==> src/rtl/cabe_pkg.sv <==
package cabe_pkg;

    localparam int COORD_W = 8;
    localparam int CFG_W   = 9;
    localparam int IDX_W   = 18;
    localparam int PIX_W   = 32;
    localparam int ADDR_W  = 16;
    localparam int CIDX_W  = 3;

    localparam logic [1:0] MODE_BLIT = 2'd0;
    localparam logic [1:0] MODE_PLOT = 2'd1;
    localparam logic [1:0] MODE_READ = 2'd2;
    localparam logic [1:0] MODE_FILL = 2'd3;

    localparam logic [CIDX_W-1:0] CFG_DEST_WIDTH    = 3'd0;
    localparam logic [CIDX_W-1:0] CFG_DEST_HEIGHT   = 3'd1;
    localparam logic [CIDX_W-1:0] CFG_SOURCE_WIDTH  = 3'd2;
    localparam logic [CIDX_W-1:0] CFG_SOURCE_HEIGHT = 3'd3;
    localparam logic [CIDX_W-1:0] CFG_PLACE_X       = 3'd4;
    localparam logic [CIDX_W-1:0] CFG_PLACE_Y       = 3'd5;

    localparam logic [CFG_W-1:0] SIZE_RESET  = 9'd256;
    localparam logic [7:0]       ALPHA_OPAQUE = 8'hFF;

    typedef struct packed {
        logic [CFG_W-1:0] dest_width;
        logic [CFG_W-1:0] dest_height;
        logic [CFG_W-1:0] source_width;
        logic [CFG_W-1:0] source_height;
        logic [CFG_W-1:0] place_x;
        logic [CFG_W-1:0] place_y;
    } cfg_t;

    typedef struct packed {
        logic             ok;
        logic [IDX_W-1:0] idx;
    } clip_t;

endpackage

==> src/rtl/cabe_clip.sv <==
module cabe_clip
    import cabe_pkg::*;
#(
    parameter int MAX_WIDTH  = 256,
    parameter int MAX_HEIGHT = 256
) (
    input  logic [1:0]         mode,
    input  logic [COORD_W-1:0] col,
    input  logic [COORD_W-1:0] row,
    input  cfg_t               cfg,
    output clip_t              clip,
    output logic [IDX_W-1:0]   area
);

    logic [CFG_W-1:0] w;
    logic [CFG_W-1:0] h;
    logic signed [CFG_W:0] x;
    logic signed [CFG_W:0] y;
    logic src_ok;
    logic x_ok;
    logic y_ok;

    assign w = (int'(cfg.dest_width) < MAX_WIDTH) ? cfg.dest_width : CFG_W'(MAX_WIDTH);
    assign h = (int'(cfg.dest_height) < MAX_HEIGHT) ? cfg.dest_height : CFG_W'(MAX_HEIGHT);

    always_comb
    begin
        if (mode == MODE_BLIT)
        begin
            x = $signed({cfg.place_x[CFG_W-1], cfg.place_x}) + $signed({2'b00, col});
            y = $signed({cfg.place_y[CFG_W-1], cfg.place_y}) + $signed({2'b00, row});
            src_ok = ({1'b0, col} < cfg.source_width) && ({1'b0, row} < cfg.source_height);
        end
        else
        begin
            x = $signed({2'b00, col});
            y = $signed({2'b00, row});
            src_ok = 1'b1;
        end
    end

    assign x_ok = !x[CFG_W] && (x[CFG_W-1:0] < w);
    assign y_ok = !y[CFG_W] && (y[CFG_W-1:0] < h);

    assign clip.ok  = src_ok && x_ok && y_ok;
    assign clip.idx = IDX_W'(x[CFG_W-1:0]) + IDX_W'(y[CFG_W-1:0]) * IDX_W'(w);
    assign area     = IDX_W'(w) * IDX_W'(h);

endmodule

==> config.mk <==
export PLATFORM = sky130hd
export DESIGN_NAME = cabe_clip
export DESIGN_NICKNAME = d
export VERILOG_FILES = /design/src/rtl/cabe_pkg.sv /design/src/rtl/cabe_clip.sv
export SDC_FILE = /design/constraint.sdc
export NUM_CORES = 1
export LEC_CHECK = 0
export ABC_CLOCK_PERIOD_IN_PS = 5700
export BUFFER_PORTS_ARGS = -buffer_cell sky130_fd_sc_hd__buf_2
export CAP_MARGIN = 5
export CORE_ASPECT_RATIO = 1.1
export CORE_MARGIN = 5
export CORE_UTILIZATION = 33
export DETAILED_ROUTE_END_ITERATION = 16
export PLACE_DENSITY = 0.53
export SYNTH_ARGS = -nofsm -noshare
export SYNTH_HDL_FRONTEND = slang
export SYNTH_SLANG_ARGS = --single-unit
==> constraint.sdc <==
create_clock -name vclk -period 5.7
set_input_delay 0 -clock vclk [all_inputs]
set_output_delay 0 -clock vclk [all_outputs]
set_load 0.01 [all_outputs]
==> metrics.txt, run 1 <==
sequential element share of the synthesized area 0%; sequential share of power 0%; Routed Antenna Nets 0; setup TNS -234 ps; Worst Hold End clip[18]; CP max stage delay 570 ps; post-route DRC violation count 0; Die H 164 um; critical path capture point type output pin; Starting Density 33.5%; final hold slack 474 ps; pwr dens 204 nW/um^2; Static Leak 4.87 nW; Combinational Power Share 100.0%; Post-DP HPWL 17900 um; CORE AREA 21300 sq um; clock share of power 0%; Slew Viols, Final 0; VDD IR max 0.000285 V; period utilization 102%; Req. time, crit path 5700 ps; min cycle time layout 5790 ps; GR Overflow Total 0; Synth Net Count 1208; Filler cells 2277; num ports 109; cell area after synthesis 7140 sq um; DRT iter0 DRCs 279; Yosys Warn Count 0; storage element area 0 sq um; layer with the highest usage met2; RSZ-0062 raised after global routing yes; Worst Setup SP row[1]; Non-Filler Instances 1368; Final setup viols 5; via count 6516; total of max-cap violations 0; pin count of the biggest net entering global routing 20; slew margin rel. 49.8%; count of antenna diodes in the layout 0; Nets 1396; final hold vios 0; Setup Crit Path Kind primary input to output pin; Hold Path Stages 4; worst slew pin tran 752 ps; vias in the first global route 6883; Avg Cell Area, Syn 8.00 sq um; routed vias/inst 4.76; Unique masters post-synth 58; layout cell share with drive strength beyond 1 25.0%; worst hold start cfg[17]; NetSw 0.000952 W; 1st-pass router iterations 4; switch share 51.6%; final worst slack -93.5 ps; Crit path arrival time 5790 ps; DRT Wirelength 20400 um; initial antenna violation count 0; number of port buffers 109; hold_buf cts 0; first-pass GRT wire length 34100 um; GR Util met3 0.579%; Total Routing Usage GR 16.9%; wire length per cell 14.9 um; failing checks negative setup slack; GR Layer Usage met2 29.5%; sequential cell count 0; status finished with violations; max frequency 0.173 GHz; Area growth syn-to-layout 26.4%; crit-path leading delay family adder cells; crit path launch type primary input; Pint 0.000891 W; CP max FO 5; dpl cells 1357; CP Buf/Inv Count 8; overall die area 24700 sq um; CP max-delay cell fa_2; std cell rows 56; Horiz. Die Dim 150 um; Mapped Cells 892; clkbuf count 0; met1 global-route usage 23.8%; RePlAce Congestion 0.902; HP Class primary input to output pin
-- power groups by stage --
| stage | Clock (W) | Combinational, W | Sequential, W |
|---|---|---|---|
| final | 0 | 0.00184 | 0 |
| after global routing | 0 | 0.00207 | 0 |
| after CTS | 0 | 0.00176 | 0 |
| after detailed placement | 0 | 0.00161 | 0 |
| after global placement | 0 | 0.00161 | 0 |
| after floorplan | 0 | 0.000992 | 0 |
-- worst max path at each step --
stage | endpoint | slack [ps] | depth (start not counted)
floorplan | clip[15] | 30 | 26
global placement | clip[17] | -390 | 28
detailed placement | clip[17] | -430 | 28
CTS | clip[17] | -160 | 26
global route | clip[17] | -350 | 28
finish | clip[15] | -90 | 26
-- cell type report --
type / count / area (sq um) / share of cell area [%]
multi-input cells: 706 / 6740 / 74.6
well taps: 290 / 363 / 4.02
repair buffers: 206 / 1300 / 14.4
inverters: 166 / 623 / 6.90
-- layout by cell type, fill, tap and decap left out, types with 7 or more instances in the layout --
| cell | n |
|---|---|
| a21oi_1 | 22 |
| nor2b_1 | 20 |
| ha_4 | 7 |
| ha_1 | 130 |
| o21ai_0 | 18 |
| nor2_1 | 95 |
| inv_1 | 151 |
| xnor2_1 | 27 |
| nor3_1 | 8 |
| buf_4 | 96 |
| a211oi_1 | 13 |
| a31oi_1 | 8 |
| nand2_1 | 113 |
| buf_2 | 105 |
| inv_2 | 13 |
| a21o_1 | 16 |
| o21a_1 | 8 |
| fa_1 | 105 |
-- through the flow --
stage	utilization [%]	worst slack (ps)	area (sq um)	power, W
global placement	40.5	-392	8620	0.00161
finish	42.4	-93.5	9030	0.00184
floorplan	-	25.7	7140	0.000992
detailed placement	40.5	-430	8620	0.00161
CTS	41.5	-158	8840	0.00176
global route	42.4	-352	9030	0.00207
-- routing by layer --
layer | vias up | routed length (um)
met4 | 0 | 255
li1 | 3288 | -
met1 | 3098 | 9570
met3 | 15 | 783
met5 | - | 0
met2 | 115 | 9800
-- synthesized netlist by cell type, drive strengths merged (3+ instances only) --
library cell	instances	area, sq um
inv	164	616
ha	137	1710
nand2	117	439
fa	107	2140
nor2	97	364
o21ai	27	143
xnor2	27	236
a21oi	26	134
nor2b	22	138
a21o	16	120
a211oi	15	118
clkbuf	15	56.3
nor3	9	45.0
a31oi	8	50.1
o21a	8	60.1
and3	7	43.8
mux2i	7	86.3
nand3	7	40.0
and2	6	37.5
xor2	6	52.6
buf	5	22.5
mux2	4	45.0
nand4	4	25.0
o2111ai	4	35.0
o21bai	4	30.0
or3	4	25.0
a2bb2oi	3	26.3
o2111a	3	33.8
o311ai	3	26.3
o31a	3	26.3
o31ai	3	22.5
-- what timing repair did --
| item | in CTS | in global routing |
|---|---|---|
| gates resized for setup | 47 | 27 |
| setup endpoints to repair | 10 | 10 |
| buffers inserted | 5 | 8 |
| pin swaps | 36 | 37 |
-- tightest hold or removal path, delay by kind of cell --
| kind | cells | cell delay [ps] |
|---|---|---|
| simple gates | 1 | 50 |
| compound gates | 1 | 180 |
| buf+inv | 2 | 240 |
-- cell families after synthesis --
family | share of synthesized area, %
buffers and inverters | 9.83
muxes | 1.84
adders and majority gates | 54.0
and+or+nand+nor | 17.3
xor gates and xnor gates | 4.05
AOI/OAI and AO/OA | 13.0
Note: power is estimated with default switching activity, not from simulation.
==> inputs of run 2 (changes only) <==
SKIP_LAST_GASP = 1   (was unset)
==> metrics.txt, run 2 (same netlist as run 1, synthesis figures left out) <==
count of antenna diodes in the layout 0 (unchanged); final hold vios 0 (unchanged); Static Leak 4.87 nW (about the same); switch share 51.6% (about the same); hold_buf cts 0 (unchanged); CORE AREA 21300 sq um (unchanged); failing checks negative setup slack; number of port buffers 109 (unchanged); GR Overflow Total 0 (unchanged); VDD IR max 0.000285 V (about the same); Final setup viols 5 (unchanged); worst slew pin tran 752 ps (unchanged); Setup Crit Path Kind primary input to output pin; vias in the first global route 6883 (unchanged); Post-Layout Inst Area 9030 sq um (unchanged); CP max FO 5 (unchanged); period utilization 102% (unchanged); Post-DP HPWL 17900 um (unchanged); wire length per cell 14.9 um (unchanged); Horiz. Die Dim 150 um (unchanged); most frequent cells in the layout inv_1 (151), ha_1 (130), nand2_1 (113), fa_1 (105), buf_2 (105); pre-CTS WS -430 ps (unchanged); area of the multi-input gates 6740 sq um (unchanged); Crit path arrival time 5790 ps (about the same); max frequency 0.173 GHz (unchanged); post-route DRC violation count 0 (unchanged); Req. time, crit path 5700 ps (about the same); Filler cells 2277 (unchanged); Nets 1396 (unchanged); Total Routing Usage GR 16.9% (unchanged); NetSw 0.000952 W (about the same); critical path capture point type output pin; Placed Area 8620 sq um (unchanged); Worst Hold End clip[18]; sequential share of power 0% (unchanged); layout cell share with drive strength beyond 1 25.0% (unchanged); most common cell after layout, fill and taps aside inv_1; sequential cell count 0 (unchanged); Hold Path Stages 4 (unchanged); DRT Wirelength 20400 um (unchanged); final worst slack -93.5 ps (unchanged); worst hold start cfg[17]; 1st-pass router iterations 4 (unchanged); Die H 164 um (unchanged); HP Class primary input to output pin; status finished with violations; first-pass GRT wire length 34100 um (unchanged); Non-Filler Instances 1368 (unchanged); routed vias/inst 4.76 (unchanged); Routed Antenna Nets 0 (unchanged); clkbuf count 0 (unchanged); min cycle time layout 5790 ps (unchanged); Starting Density 33.5% (unchanged); dpl cells 1357 (unchanged); pwr dens 204 nW/um^2 (unchanged); crit path launch type primary input; Area growth syn-to-layout 26.4% (unchanged); RePlAce Congestion 0.902 (unchanged); storage element area 0 sq um (unchanged); Combinational Power Share 100.0% (about the same); Pint 0.000891 W (about the same); Slew Viols, Final 0 (unchanged); pin count of the biggest net entering global routing 20 (unchanged); std cell rows 56 (unchanged); clock share of power 0% (unchanged); RSZ-0062 raised after global routing yes; num ports 109 (unchanged); via count 6516 (unchanged); DRT iter0 DRCs 279 (unchanged); overall die area 24700 sq um (unchanged); slew margin rel. 49.8% (unchanged); initial antenna violation count 0 (unchanged); total of max-cap violations 0 (unchanged)
run 2: timing repair:
action | in CTS | in global routing
gates resized for setup | 47 | 27
setup endpoints to repair | 10 | 10
gates cloned | 0 | 0
setup buffers | 5 | 8
pin swaps | 36 | 36
run 2: how the worst max path moves through the flow:
stage,startpoint,to,depth (start not counted)
global placement,row[0],clip[17],28
CTS,cfg[0],clip[17],26
floorplan,row[0],clip[15],26
finish,row[1],clip[15],26
detailed placement,row[0],clip[17],28
global route,row[0],clip[17],28
run 2: final cells by class:
cell class | count | share of cell area [%]
inverter | 166 | 6.90
timing repair buffer | 206 | 14.4
multi-input combinational | 706 | 74.6
tap | 290 | 4.02
run 2: critical path, cell delays in order:
cell	delay, ps
buf_4	130
ha_4	210
a211oi_2	230
nor2_2	80
o31a_1	290
or3_4	410
nand3_4	100
nand2_2	60
fa_1	520
inv_2	50
fa_1	470
inv_1	50
fa_1	500
inv_2	40
fa_1	510
inv_2	50
fa_2	570
inv_2	40
ha_4	170
a2111o_1	450
o21ai_4	210
buf_4	140
o311ai_1	70
a21oi_1	160
xnor2_1	130
buf_2	140
run 2: metal layers:
layer	GRT usage (%)	vias to the layer above	part of all wire [%]
met4	2.29	0	1.2
met5	0	-	0
met3	0.579	15	3.8
li1	-	3288	-
met1	23.8	3098	47
met2	29.5	115	48
run 2: power groups by stage:
stage / combinational (W) / sequential, W / clock [W]
global placement: 0.00161 / 0 / 0
global route: 0.00207 / 0 / 0
finish: 0.00184 / 0 / 0
CTS: 0.00176 / 0 / 0
floorplan: 0.000992 / 0 / 0
detailed placement: 0.00161 / 0 / 0
run 2: stage by stage:
stage / utilization [%] / total power (W) / setup TNS [ps] / hold slack [ps]
2_1_floorplan: - / 0.000992 / 0 / 149
3_3_place_gp: 40.5 / 0.00161 / -2260 / 467
3_5_place_dp: 40.5 / 0.00161 / -2620 / 474
4_1_cts: 41.5 / 0.00176 / -398 / 475
5_1_grt: 42.4 / 0.00207 / -1840 / 504
6_report: 42.4 / 0.00184 / -231 / 474
==> inputs of run 3 (changes only) <==
ABC_CLOCK_PERIOD_IN_PS = 6000   (was 5700)
PLACE_DENSITY = 0.51   (was 0.53)
clock period = 6 ns   (was 5.7 ns; I/O delays follow)
==> metrics.txt, run 3 (same netlist as run 1, synthesis figures left out) <==
Final setup viols 0 (-5); status finished, final reports clean; Post-DP HPWL 17300 um (-3.3%); final hold vios 0 (unchanged); clock share of power 0% (unchanged); slew margin rel. 50.6% (+0.84 points); min cycle time layout 5860 ps; CP max FO 5 (unchanged); Crit path arrival time 5860 ps (+70 ps); crit path launch type primary input; via count 6413 (-1.6%); vias in the first global route 6601 (-4.1%); Req. time, crit path 6000 ps (+300 ps); wire length per cell 14.9 um (about the same); area of the multi-input gates 6660 sq um (-1.2%); post-route DRC violation count 0 (unchanged); VDD IR max 0.000323 V (+13%); DRT iter0 DRCs 259 (-7.2%); NetSw 0.000831 W (-13%); number of port buffers 109 (unchanged); sequential cell count 0 (unchanged); Filler cells 2268 (-0.40%); layout cell share with drive strength beyond 1 20.8% (-4.2 points); initial antenna violation count 0 (unchanged); switch share 54.4% (+2.8 points); clkbuf count 0 (unchanged); worst slew pin tran 739 ps (-12.5 ps); worst hold start cfg[36]; setup TNS 0 ps (+231 ps); Pint 0.000696 W (-22%); max frequency 0.171 GHz; pwr dens 178 nW/um^2 (-13%); RSZ-0062 raised after global routing yes; Slew Viols, Final 0 (unchanged); count of antenna diodes in the layout 0 (unchanged); Combinational Power Share 100.0% (about the same); DRT Wirelength 19700 um (-3.4%); Worst Setup SP cfg[0]; total of max-cap violations 0 (unchanged); Worst Setup EP clip[17]; period utilization 97.6%; sequential share of power 0% (unchanged); Routed Antenna Nets 0 (unchanged); most common cell after layout, fill and taps aside inv_1; storage element area 0 sq um (unchanged); HP Class primary input to output pin; Non-Filler Instances 1322 (-3.4%); final hold slack 483 ps (+8.85 ps); CORE AREA 21300 sq um (unchanged); Static Leak 4.61 nW (-5.3%); Area growth syn-to-layout 20.3%; RePlAce Congestion 0.843 (-6.5%); Starting Density 33.5% (unchanged); 1st-pass router iterations 4 (unchanged); Nets 1350 (-3.3%); pin count of the biggest net entering global routing 20 (unchanged); most frequent cells in the layout inv_1 (150), ha_1 (129), nand2_1 (113), buf_2 (107), fa_1 (106); Horiz. Die Dim 150 um (unchanged); GR Overflow Total 0 (unchanged); num ports 109 (unchanged); routed vias/inst 4.85 (+1.8%); dpl cells 1317 (-2.9%); overall die area 24700 sq um (unchanged); Die H 164 um (unchanged); critical path capture point type output pin; std cell rows 56 (unchanged); Total Routing Usage GR 15.9% (-0.91 points); Setup Crit Path Kind primary input to output pin; first-pass GRT wire length 32500 um (-4.6%)
## run 3: changes by cell type in the layout (fill, tap and decap cells not counted), moves of 2 or more
cell,delta
buf_4,-45
buf_6,-4
o21ai_0,+3
o21ai_2,-3
a21oi_1,+2
a21oi_2,-2
buf_2,+2
o21ai_1,+2
o21ai_4,-2
## run 3: stage by stage
step / util (%) / setup slack [ps] / power (W) / instance area [sq um]
after floorplan: - / 240 / 0.000937 / 7140
after global placement: 39.0 / -98.9 / 0.00140 / 8320
after detailed placement: 39.0 / -148 / 0.00140 / 8320
after CTS: 39.2 / 12.5 / 0.00146 / 8350
after global routing: 40.3 / -106 / 0.00173 / 8590
final: 40.3 / 142 / 0.00153 / 8590
## run 3: worst min path at each step
| stage | cells after the start | to |
|---|---|---|
| 6_report | 4 | area[0] |
| 3_5_place_dp | 4 | area[0] |
| 4_1_cts | 4 | area[0] |
| 3_3_place_gp | 4 | area[0] |
| 5_1_grt | 4 | area[0] |
| 2_1_floorplan | 2 | area[0] |
## run 3: power by group through the flow
stage	combinational [W]	clock [W]	sequential [W]
final	0.00153	0	0
after global routing	0.00173	0	0
after detailed placement	0.00140	0	0
after floorplan	0.000937	0	0
after global placement	0.00140	0	0
after CTS	0.00146	0	0
## run 3: final cells by class
type / instances / share of cell area [%]
multi-input cells: 706 / 77.5
repair buffers: 160 / 11.0
inverters: 166 / 7.28
well taps: 290 / 4.22
## run 3: routing by layer
layer / track usage [%] / up-vias / share of wire (%) / routed length [um]
met1: 23.0 / 3061 / 48 / 9420
met5: 0 / - / 0 / 0
met3: 0.855 / 15 / 3.7 / 738
li1: - / 3198 / - / -
met2: 27.1 / 139 / 47 / 9250
met4: 2.16 / 0 / 1.5 / 303
## run 3: critical path, stage by stage
cell	delay, ps
buf_6	70
ha_4	140
inv_4	30
fa_2	360
nor2b_2	130
o21ai_2	80
a21boi_2	270
nor3_2	80
o31a_1	320
inv_2	100
nand2_2	60
fa_1	510
inv_1	50
fa_1	460
fa_1	510
fa_1	540
inv_2	40
fa_1	510
inv_2	50
ha_4	230
a2111o_1	400
o21ai_1	140
buf_4	160
o211ai_1	130
a21oi_1	200
xnor2_1	130
buf_2	150
## run 3: what timing repair did
action | CTS | global route
pin swaps | 3 | 34
setup endpoints to repair | 5 | 7
resized for setup | 6 | 48
buffers inserted | 0 | 6
hold buffers | 0 | 0
