[config.mk]
export PLATFORM = sky130hd
export DESIGN_NAME = cabe_blend
export DESIGN_NICKNAME = d
export VERILOG_FILES = /design/src/rtl/cabe_pkg.sv /design/src/rtl/cabe_blend.sv
export SDC_FILE = /design/constraint.sdc
export NUM_CORES = 1
export LEC_CHECK = 0
export BUFFER_PORTS_ARGS = -buffer_cell sky130_fd_sc_hd__buf_4
export CAP_MARGIN = 40
export CELL_PAD_IN_SITES_DETAIL_PLACEMENT = 1
export CELL_PAD_IN_SITES_GLOBAL_PLACEMENT = 1
export CORE_MARGIN = 5
export CORE_UTILIZATION = 50
export DETAILED_ROUTE_END_ITERATION = 6
export GPL_ROUTABILITY_DRIVEN = 0
export PLACE_DENSITY_LB_ADDON = 0.08
export SLEW_MARGIN = 10
export SYNTH_ARGS = -nofsm -noshare
export SYNTH_HDL_FRONTEND = slang
export SYNTH_SLANG_ARGS = --single-unit
[constraint.sdc]
create_clock -name clk -period 17.3 [get_ports clk]
set_clock_uncertainty 0.1 [all_clocks]
set_input_delay 3.46 -clock clk [delete_from_list [all_inputs] [get_ports clk]]
set_output_delay 3.46 -clock clk [all_outputs]
set_load 0.02 [all_outputs]
[src/rtl/cabe_pkg.sv]
package cabe_pkg;

    localparam int COORD_W = 8;
    localparam int CFG_W   = 9;
    localparam int IDX_W   = 18;
    localparam int PIX_W   = 32;
    localparam int ADDR_W  = 16;
    localparam int CIDX_W  = 3;

    localparam logic [1:0] MODE_BLIT = 2'd0;
    localparam logic [1:0] MODE_PLOT = 2'd1;
    localparam logic [1:0] MODE_READ = 2'd2;
    localparam logic [1:0] MODE_FILL = 2'd3;

    localparam logic [CIDX_W-1:0] CFG_DEST_WIDTH    = 3'd0;
    localparam logic [CIDX_W-1:0] CFG_DEST_HEIGHT   = 3'd1;
    localparam logic [CIDX_W-1:0] CFG_SOURCE_WIDTH  = 3'd2;
    localparam logic [CIDX_W-1:0] CFG_SOURCE_HEIGHT = 3'd3;
    localparam logic [CIDX_W-1:0] CFG_PLACE_X       = 3'd4;
    localparam logic [CIDX_W-1:0] CFG_PLACE_Y       = 3'd5;

    localparam logic [CFG_W-1:0] SIZE_RESET  = 9'd256;
    localparam logic [7:0]       ALPHA_OPAQUE = 8'hFF;

    typedef struct packed {
        logic [CFG_W-1:0] dest_width;
        logic [CFG_W-1:0] dest_height;
        logic [CFG_W-1:0] source_width;
        logic [CFG_W-1:0] source_height;
        logic [CFG_W-1:0] place_x;
        logic [CFG_W-1:0] place_y;
    } cfg_t;

    typedef struct packed {
        logic             ok;
        logic [IDX_W-1:0] idx;
    } clip_t;

endpackage

[src/rtl/cabe_blend.sv]
module cabe_blend
    import cabe_pkg::*;
(
    input  logic             clk,
    input  logic             en,
    input  logic [PIX_W-1:0] cur,
    input  logic [PIX_W-1:0] src,
    output logic [PIX_W-1:0] result
);

    logic [7:0]  alpha;
    logic [7:0]  inv_alpha;
    logic [15:0] pcur_reg [3];
    logic [15:0] psrc_reg [3];
    logic [7:0]  chan [3];

    assign alpha     = src[7:0];
    assign inv_alpha = ALPHA_OPAQUE - alpha;

    for (genvar c = 0; c < 3; c++)
    begin : g_chan
        logic [15:0] sum;
        logic [16:0] q;

        always_ff @(posedge clk)
        begin
            if (en)
            begin
                pcur_reg[c] <= cur[31-8*c -: 8] * inv_alpha;
                psrc_reg[c] <= src[31-8*c -: 8] * alpha;
            end
        end

        // exact floor(sum / 255) for sum <= 255*255
        assign sum     = pcur_reg[c] + psrc_reg[c];
        assign q       = 17'(sum) + 17'(sum[15:8]) + 17'd1;
        assign chan[c] = q[15:8];
    end

    assign result = {chan[0], chan[1], chan[2], ALPHA_OPAQUE};

endmodule

==> results of run 1 <==
[cells by family after synthesis]
| group | synth area share (%) |
|---|---|
| AOI/OAI and AO/OA | 8.15 |
| xor gates and xnor gates | 5.76 |
| adders and majority gates | 43.3 |
| buffers and inverters | 8.38 |
| DFF | 15.8 |
| other | 0.0205 |
| and+or+nand+nor | 18.6 |
[cell type report]
cell class / instances / share of cell area (%)
clock buffer: 11 / 1.19
clock inverter: 5 / 0.173
inverter: 349 / 6.70
multi-input combinational: 1450 / 70.9
sequential: 96 / 14.7
tap: 468 / 2.99
timing repair buffer: 83 / 3.29
[cell usage in the layout, fill, tap and decap left out, types with 3 or more instances in the layout]
cell,n
inv_1,348
ha_1,282
fa_1,219
nor2b_1,167
and2_1,157
edfxtp_1,96
xnor2_1,90
nor2_1,86
buf_4,82
nand2_1,65
a21oi_1,56
nand2b_1,55
o21ai_0,34
xor2_1,30
a21o_1,25
o21a_1,24
nor3_1,24
nand3_1,15
a21boi_0,13
o21bai_1,10
or3_1,9
clkbuf_16,9
or2_2,8
conb_1,8
o311a_1,7
nand4_1,7
a211oi_1,7
o41ai_1,7
nor4_1,3
o31a_1,3
o2111ai_1,3
a31oi_1,3
and3_1,3
[synth_stat cells (all sizes together), types with 9 or more instances]
library cell and count:
fa 219, o21a 24, inv 349, and2 157
buf 9, nor2 86, xor2 30, o21ai 34
edfxtp 96, nand2 65, xnor2 90, o21bai 10
or3 9, ha 282, a21boi 13, clkbuf 41
nand3 16, nand2b 55, a21o 25, nor2b 168
nor3 24, a21oi 57
[metal layers]
layer,track usage [%],up-vias,share of wire (%)
met4,4.33,6,1.3
met2,39.8,144,51
met3,3.20,44,2.8
met5,0,-,0.094
li1,-,6291,-
met1,27.0,6620,44
[final timing paths]
kind  slack [ps]  cells past startpoint                        to                      start
max         8640                     19                result[15]  pcur_reg[0][33]$_DFFE_PP_
min         3370                      2  psrc_reg[0][0]$_DFFE_PP_                    src[24]
[metrics by stage]
stage | cell area, µm² | total power (W) | setup slack, ps
final | 19600 | 0.00348 | 8640
after global routing | 19600 | 0.00388 | 8170
after CTS | 19600 | 0.00353 | 8610
after detailed placement | 19300 | 0.00331 | 8940
after global placement | 19300 | 0.00320 | 8990
after floorplan | 18300 | 0.00251 | 9290
[power by group]
part | switching (W) | total, W | internal (W)
combinational | 0.00161 | 0.00286 | 0.00124
clock | 0.0000916 | 0.000189 | 0.0000973
sequential | 0.0000357 | 0.000440 | 0.000404
==> metrics, run 1 <==
result of the run finished, final reports clean; chip width 201 µm; Slew @ Worst Pin between 600 and 700 ps; num ports 98; H-tree Lvls 3; DR WL/cell between 15 and 20 µm; cell at the slowest stage of the critical path edfxtp_1; first-pass GRT wire length 72600 µm; vias in the first global route 15100; Worst path most repeated cell a21oi_1; via/cell ratio 5.32; ys flop type edfxtp_1; leading area contributor after synthesis fa_1; total track usage a little over a fifth; setup_tns 0 ps; # fillers 4178; initial core utilization 50.2%; cell count after synthesis 1938; final wirelength 41400 µm; Layout Utilization 53.8%; via total after detailed routing 13100; Yosys warnings 0; Arrival @ worst endpoint roughly 5100 ps; Synth top area share 24.0%; port bufs 81; Core ar. between 30000 and 40000 µm²; initial DRC count roughly 440; DRC 0; Worst setup SP type flop; GR Overflow Total 0; cells resized by post-CTS repair 0; Antenna diodes 0; VDD IR-drop max 0.000451 V; Tmin final 8660 ps; initial antenna violation count 4; CP Buf/Inv Count 2; Placed Instances 2446; Routed Antenna Nets 0; EDFF count, synth 96; critical path class reg2out; Synth cell types 59; share of layout cells above drive strength 1 5.77%; clk buf depth 2; hold buffer count at CTS 0; Hold WS 3370 ps; max-cap viol count 0; LEAKAGE 9.59 nW; Core Rows 70; CP Cell Sequence ha_1 > a211o_1 > a2111o_1 > a31oi_2 > o31a_2 > o21bai_1 > a21oi_1 > xor2_1 > inv_1 > ha_1 > o2111ai_1 > a21oi_1 > o21a_1 > o21ai_0 > a21oi_1 > nand3_1 > nor4_1 > xor2_1 > buf_4; Final Hold Vio Count 0; Mean Syn Cell Area approximately 9.4 µm²; drt first pass iters 4; share of synthesized registers carrying an async set or reset 0%; Final setup viols 0; post-CTS setup buffer count 0; NumNets Final 2556; CTS root buf clkbuf_16; Layout Area Growth over Synthesis 7.14%; CTS tree built; number of buffers created by CTS 9; largest net degree at the start of global routing 66; flops & latches, synth 96; Slew Viols, Final 0; unrepaired setup endpoints after global routing no; Multi-input gate area 13900 µm²; die height 201 µm; worst min path class in2reg; dpl hpwl ~33000 µm; Worst slew margin 57.1%; register area share after synthesis 15.8%; CP Capture Type primary output; Critical Path RT about 14000 ps; achievable clock frequency 115 MHz; fin cells 2462; Register Area 2880 µm²; Worst path top cell family by delay compound AO/OA/AOI/OAI gates; clk slew on worst S/H paths 70 ps; PD cells ~180 nW/µm²; die area 40400 µm²; # clock sinks 96; Mapped Area 18300 µm²; Synth area leaders fa_1 (24%), ha_1 (19%), edfxtp_1 (16%); Worst path max stage delay around 400 ps; Max FO, Critical Path 5; Final period util 50.1%
Power figures use the tool's default switching activity.
==> run 2: changes to the inputs <==
--- a/config.mk
+++ b/config.mk
@@ -10,7 +10,7 @@
 export CELL_PAD_IN_SITES_DETAIL_PLACEMENT = 1
 export CELL_PAD_IN_SITES_GLOBAL_PLACEMENT = 1
 export CORE_MARGIN = 5
-export CORE_UTILIZATION = 50
+export CORE_UTILIZATION = 46
 export DETAILED_ROUTE_END_ITERATION = 6
 export GPL_ROUTABILITY_DRIVEN = 0
 export PLACE_DENSITY_LB_ADDON = 0.08
==> constraint.sdc (replaced) <==
create_clock -name clk -period 7.2 [get_ports clk]
set_clock_uncertainty 0.1 [all_clocks]
set_input_delay 1.44 -clock clk [delete_from_list [all_inputs] [get_ports clk]]
set_output_delay 1.44 -clock clk [all_outputs]
set_load 0.02 [all_outputs]
==> run 2 against run 1 <==
  * Combinational power up 140%
  * Sequential share of layout area shrank 0.094 points
  * Count of clock-buffer cells in the layout down 1
  * Hold slack lost 2000 ps
  * Non-clock buffer count is 1 higher
  * Critical path type unchanged
  * Highest routed layer unchanged
==> metrics, run 2 (synthesized netlist as in run 1, its figures left out) <==
total power 0.00844 W (+140%); VDD IR-drop max 0.00103 V (+130%); met1 demand-to-capacity share in global routing 26.2% (-0.82 points); Slew @ Worst Pin 641 ps (-1.86 ps); # clock sinks 96 (unchanged); most common cell after layout, fill and taps aside inv_1; post-CTS setup buffer count 0 (unchanged); # fillers 4561 (+9.2%); PD cells 429 nW/µm² (+140%); achievable clock frequency 149 MHz; critical path class reg2out; Max FO, Critical Path 5 (unchanged); initial DRC count 521 (+20%); die area 43800 µm² (+8.3%); largest net degree at the start of global routing 59 (-11%); unrepaired setup endpoints after global routing no; Routed Antenna Nets 0 (unchanged); Tmin final roughly 6700 ps; sw frac 49.6% (-0.34 points); Worst slew margin 57.2% (+0.12 points); GR Util met2 36.2% (-3.7 points); share of layout cells above drive strength 1 5.81% (+0.047 points); Antenna diodes 0 (unchanged); max-cap viol count 0 (unchanged); Multi-input gate area 13900 µm² (unchanged); drt first pass iters 4 (unchanged); Sw Pwr 0.00418 W (+140%); Slew Viols, Final 0 (unchanged); worst min path class in2reg; Final setup viols 0 (unchanged); GR Overflow Total 0 (unchanged); clk slew on worst S/H paths 70 ps (about the same); grt met3 use 2.06% (-1.1 points); via/cell ratio 5.15 (-3.2%); port bufs 81 (unchanged); P_int 0.00426 W (+140%); CTS tree built; Seq pwr share 12.5% (about the same); hold buffer count at CTS 0 (unchanged); vias in the first global route 14600 (-3.1%); final wirelength 41600 µm (+0.57%); Final period util 93.5%; Arrival @ worst endpoint 5190 ps (+90 ps); CTS root buf clkbuf_16; DR WL/cell 16.5 µm (-1.7%); clk buf depth 2 (unchanged); H-tree Lvls 3 (unchanged); most frequent cells in the layout inv_1 (348), ha_1 (282), fa_1 (219); NumNets Final 2557 (+0.039%); Gate power share 81.1% (-0.9 points); Worst setup SP type flop; result of the run finished, final reports clean; Critical Path RT 5660 ps (-8080 ps); via total after detailed routing 13000 (-0.95%); number of buffers created by CTS 9 (unchanged); die height 209 µm (+4.0%); setup_tns 0 ps (unchanged); first-pass GRT wire length 71800 µm (-1.0%); num ports 98 (unchanged); LEAKAGE 9.62 nW (+0.27%); Final Hold Vio Count 0 (unchanged); dpl hpwl 33300 µm (about the same); chip width 209 µm (+4.0%); cells resized by post-CTS repair 0 (unchanged); initial antenna violation count 1 (-3); Layout Area Growth over Synthesis 7.82%; DRC 0 (unchanged); CP Capture Type primary output; clock share of power 6.3% (+0.9 points); gr busiest metal met2; Core ar. 39500 µm² (+8.6%); total track usage 19.9% (-1.7 points); initial core utilization 46.3% (-4.0 points); Register Area 2880 µm² (unchanged); Core Rows 73 (+4.3%)
==> run 2: cell types whose count changed in the layout (fill, tap and decap cells not counted), sizes merged <==
cell,previous run,this run
bufinv,0,2
buf,83,84
clkbuf,11,10
clkinv,4,3
==> run 2: final cells by class <==
type | count | share of cell area, %
clock buffer | 10 | 1.16
tap | 525 | 3.34
sequential | 96 | 14.6
multi-input combinational | 1450 | 70.5
inverter | 349 | 6.66
clock inverter | 6 | 0.426
timing repair buffer | 84 | 3.31
==> run 2: worst paths after layout <==
path,from,endpoint,slack (ps),cells after the start
setup / recovery,pcur_reg[0][33]$_DFFE_PP_,result[15],470,19
hold / removal,src[24],psrc_reg[0][0]$_DFFE_PP_,1360,2
==> run 2: power by group through the flow <==
stage / registers [W] / logic (W) / clock network, W
detailed placement: 0.00108 / 0.00688 / 0
global placement: 0.00107 / 0.00665 / 0
floorplan: 0.00102 / 0.00501 / 0
finish: 0.00106 / 0.00685 / 0.000534
global route: 0.00108 / 0.00772 / 0.000572
CTS: 0.00106 / 0.00694 / 0.000550
==> run 2: worst max-delay path, stage by stage (launching register included) <==
cell and delay [ps]:
edfxtp_1 390, ha_1 320, a211o_1 300, a2111o_1 410, a31oi_2 290, o31a_2 230, o21bai_1 70, a21oi_1 170
xor2_1 420, inv_1 90, ha_1 310, o2111ai_1 120, a21oi_1 170, o21a_1 140, o21ai_0 90, a21oi_1 310
nand3_1 260, nor4_1 360, xor2_1 190, buf_4 160
==> run 2: metal layers <==
metal  up-vias  part of all wire [%]
met4         2                  0.74
met1      6576                    46
met2        88                    51
li1       6296                     -
met5         -                 0.046
met3        18                   2.1
==> run 2: through the flow <==
stage                     utilization [%]  setup WS [ps]  cells  hold slack, ps  cell area [µm²]
after floorplan                         -           1210   1945            1450            18300
after global placement               49.0            956   2503            1730            19300
after detailed placement             49.1            855   2504            1730            19400
after CTS                            49.9            463   2520            1340            19700
after global routing                 49.9           91.7   2520            1370            19700
final                                49.9            466   2520            1360            19700
==> run 3: changes to the inputs <==
--- a/config.mk
+++ b/config.mk
@@ -14,6 +14,7 @@
 export DETAILED_ROUTE_END_ITERATION = 6
 export GPL_ROUTABILITY_DRIVEN = 0
 export PLACE_DENSITY_LB_ADDON = 0.08
+export RECOVER_POWER = 100
 export SLEW_MARGIN = 10
 export SYNTH_ARGS = -nofsm -noshare
 export SYNTH_HDL_FRONTEND = slang
==> run 3 against run 2 <==
  * Setup slack worse by 20 ps
  * Critical path depth unchanged
  * Flip-flop and latch count unchanged
  * Cell area fell by 0.57%
  * Fmax is 0.30% lower
  * Core utilization decreased by 0.28 points
  * Routed wire length grew 0.13%
  * The flow now finishes with violations (max-capacitance violations, max-slew violations)
  * Clock power barely moved
  * Critical path type unchanged
  * Hold slack gained 2.5 ps
  * Sequential share of layout area is 0.083 points higher
==> metrics, run 3 (synthesized netlist as in run 1, its figures left out) <==
chip width 209 µm (unchanged); LEAKAGE 9.52 nW (-1.0%); Seq pwr share 13.1% (+0.6 points); P_int 0.00394 W (-7.4%); Max FO, Critical Path 5 (unchanged); die height 209 µm (unchanged); max-cap viol count 1 (+1); DRC 0 (unchanged); result of the run finished, violations left; Worst path top cell family by delay compound AO/OA/AOI/OAI gates; # fillers 4567 (+0.13%); failing checks max-capacitance violations, max-slew violations; drt first pass iters 4 (unchanged); initial antenna violation count 1 (unchanged); DP Area 19400 µm² (unchanged); sw frac 51.4% (+1.9 points); PD cells 415 nW/µm² (-3.3%); initial DRC count 506 (-2.9%); NumNets Final 2557 (unchanged); cells resized by post-CTS repair 0 (unchanged); H-tree Lvls 3 (unchanged); final wirelength 41700 µm (+0.13%); achievable clock frequency 148 MHz (-0.30%); unrepaired setup endpoints after global routing no; Final period util 93.8% (+0.28 points); cell at the slowest stage of the critical path xor2_1; Critical Path RT 5660 ps (about the same); dpl hpwl 33300 µm (unchanged); vias in the first global route 14600 (unchanged); most common cell after layout, fill and taps aside inv_1; Tmin final 6750 ps (+20.0 ps); via/cell ratio 5.16 (+0.14%); Worst slew margin -120% (-180 points); Core Rows 73 (unchanged); total power 0.00811 W (-3.9%); worst min path class in2reg; setup_tns 0 ps (unchanged); Slew @ Worst Pin 3300 ps (+2660 ps); Worst path max stage delay 430 ps (about the same); clk buf depth 2 (unchanged); share of layout cells above drive strength 1 4.61% (-1.2 points); Final Hold Vio Count 0 (unchanged); initial core utilization 46.3% (unchanged); most frequent cells in the layout inv_1 (348), ha_1 (282), fa_1 (219); number of buffers created by CTS 9 (unchanged); # clock sinks 96 (unchanged); CP Cell Sequence ha_1 > a211o_1 > a2111o_1 > a31oi_2 > o31a_2 > o21bai_1 > a21oi_1 > xor2_1 > inv_1 > ha_1 > o2111ai_1 > a21oi_1 > o21a_1 > o21ai_0 > a21oi_1 > nand3_1 > nor4_1 > xor2_1 > clkbuf_2; critical path class reg2out; Routed Antenna Nets 0 (unchanged); Sw Pwr 0.00417 W (-0.25%); via total after detailed routing 13000 (+0.14%); worst hold stages 2 (unchanged); CP Buf/Inv Count 2 (unchanged); num ports 98 (unchanged); WP depth 19 (unchanged); Worst path most repeated cell a21oi_1; total track usage 19.9% (unchanged); Antenna diodes 0 (unchanged); Slew Viols, Final 59 (+59); largest net degree at the start of global routing 59 (unchanged); Layout Area Growth over Synthesis 7.21%; Gate power share 80.4% (-0.7 points); final instance area 19600 µm² (-0.57%); Worst setup SP type flop; Multi-input gate area 13900 µm² (about the same); Core ar. 39500 µm² (unchanged); Register Area 2880 µm² (unchanged); CTS tree built; first-pass GRT wire length 71800 µm (unchanged); VDD IR-drop max 0.000842 V (-18%); post-CTS setup buffer count 0 (unchanged); GR Overflow Total 0 (unchanged); Final setup viols 0 (unchanged); DR WL/cell 16.5 µm (+0.13%); port bufs 81 (unchanged); CP Capture Type primary output; clock share of power 6.6% (+0.3 points); die area 43800 µm² (unchanged); Arrival @ worst endpoint 5210 ps (+20 ps); hold buffer count at CTS 0 (unchanged); clk slew on worst S/H paths 70 ps (about the same); CTS root buf clkbuf_16
-- run 3: area by class of cell --
type	count	area share (%)
Tap cell	525	3.36
Sequential cell	96	14.7
Inverter	349	6.69
Clock inverter	6	0.428
Multi-Input combinational cell	1450	70.9
Timing Repair Buffer	84	2.77
Clock buffer	10	1.17
-- run 3: layer usage --
metal  GRT usage [%]  part of all wire [%]
met1            26.2                    47
met2            36.2                    51
met3            2.06                   1.9
met4            2.99                  0.74
met5               0                 0.046
-- run 3: final timing paths --
check | startpoint | to | slack [ps]
setup / recovery | pcur_reg[0][33]$_DFFE_PP_ | result[15] | 450
hold / removal | src[24] | psrc_reg[0][0]$_DFFE_PP_ | 1360
-- run 3: power by group through the flow --
| stage | logic (W) | registers, W | clock network [W] |
|---|---|---|---|
| after global placement | 0.00665 | 0.00107 | 0 |
| after global routing | 0.00740 | 0.00108 | 0.000572 |
| after floorplan | 0.00501 | 0.00102 | 0 |
| after CTS | 0.00694 | 0.00106 | 0.000550 |
| after detailed placement | 0.00688 | 0.00108 | 0 |
| final | 0.00652 | 0.00106 | 0.000533 |
-- run 3: metrics by stage --
step	util [%]	instances	hold slack [ps]	worst slack [ps]
2_1_floorplan	-	1945	1450	1210
3_3_place_gp	49.0	2503	1730	956
3_5_place_dp	49.1	2504	1730	855
4_1_cts	49.9	2520	1340	463
5_1_grt	49.6	2520	1370	65.7
6_report	49.6	2520	1360	446
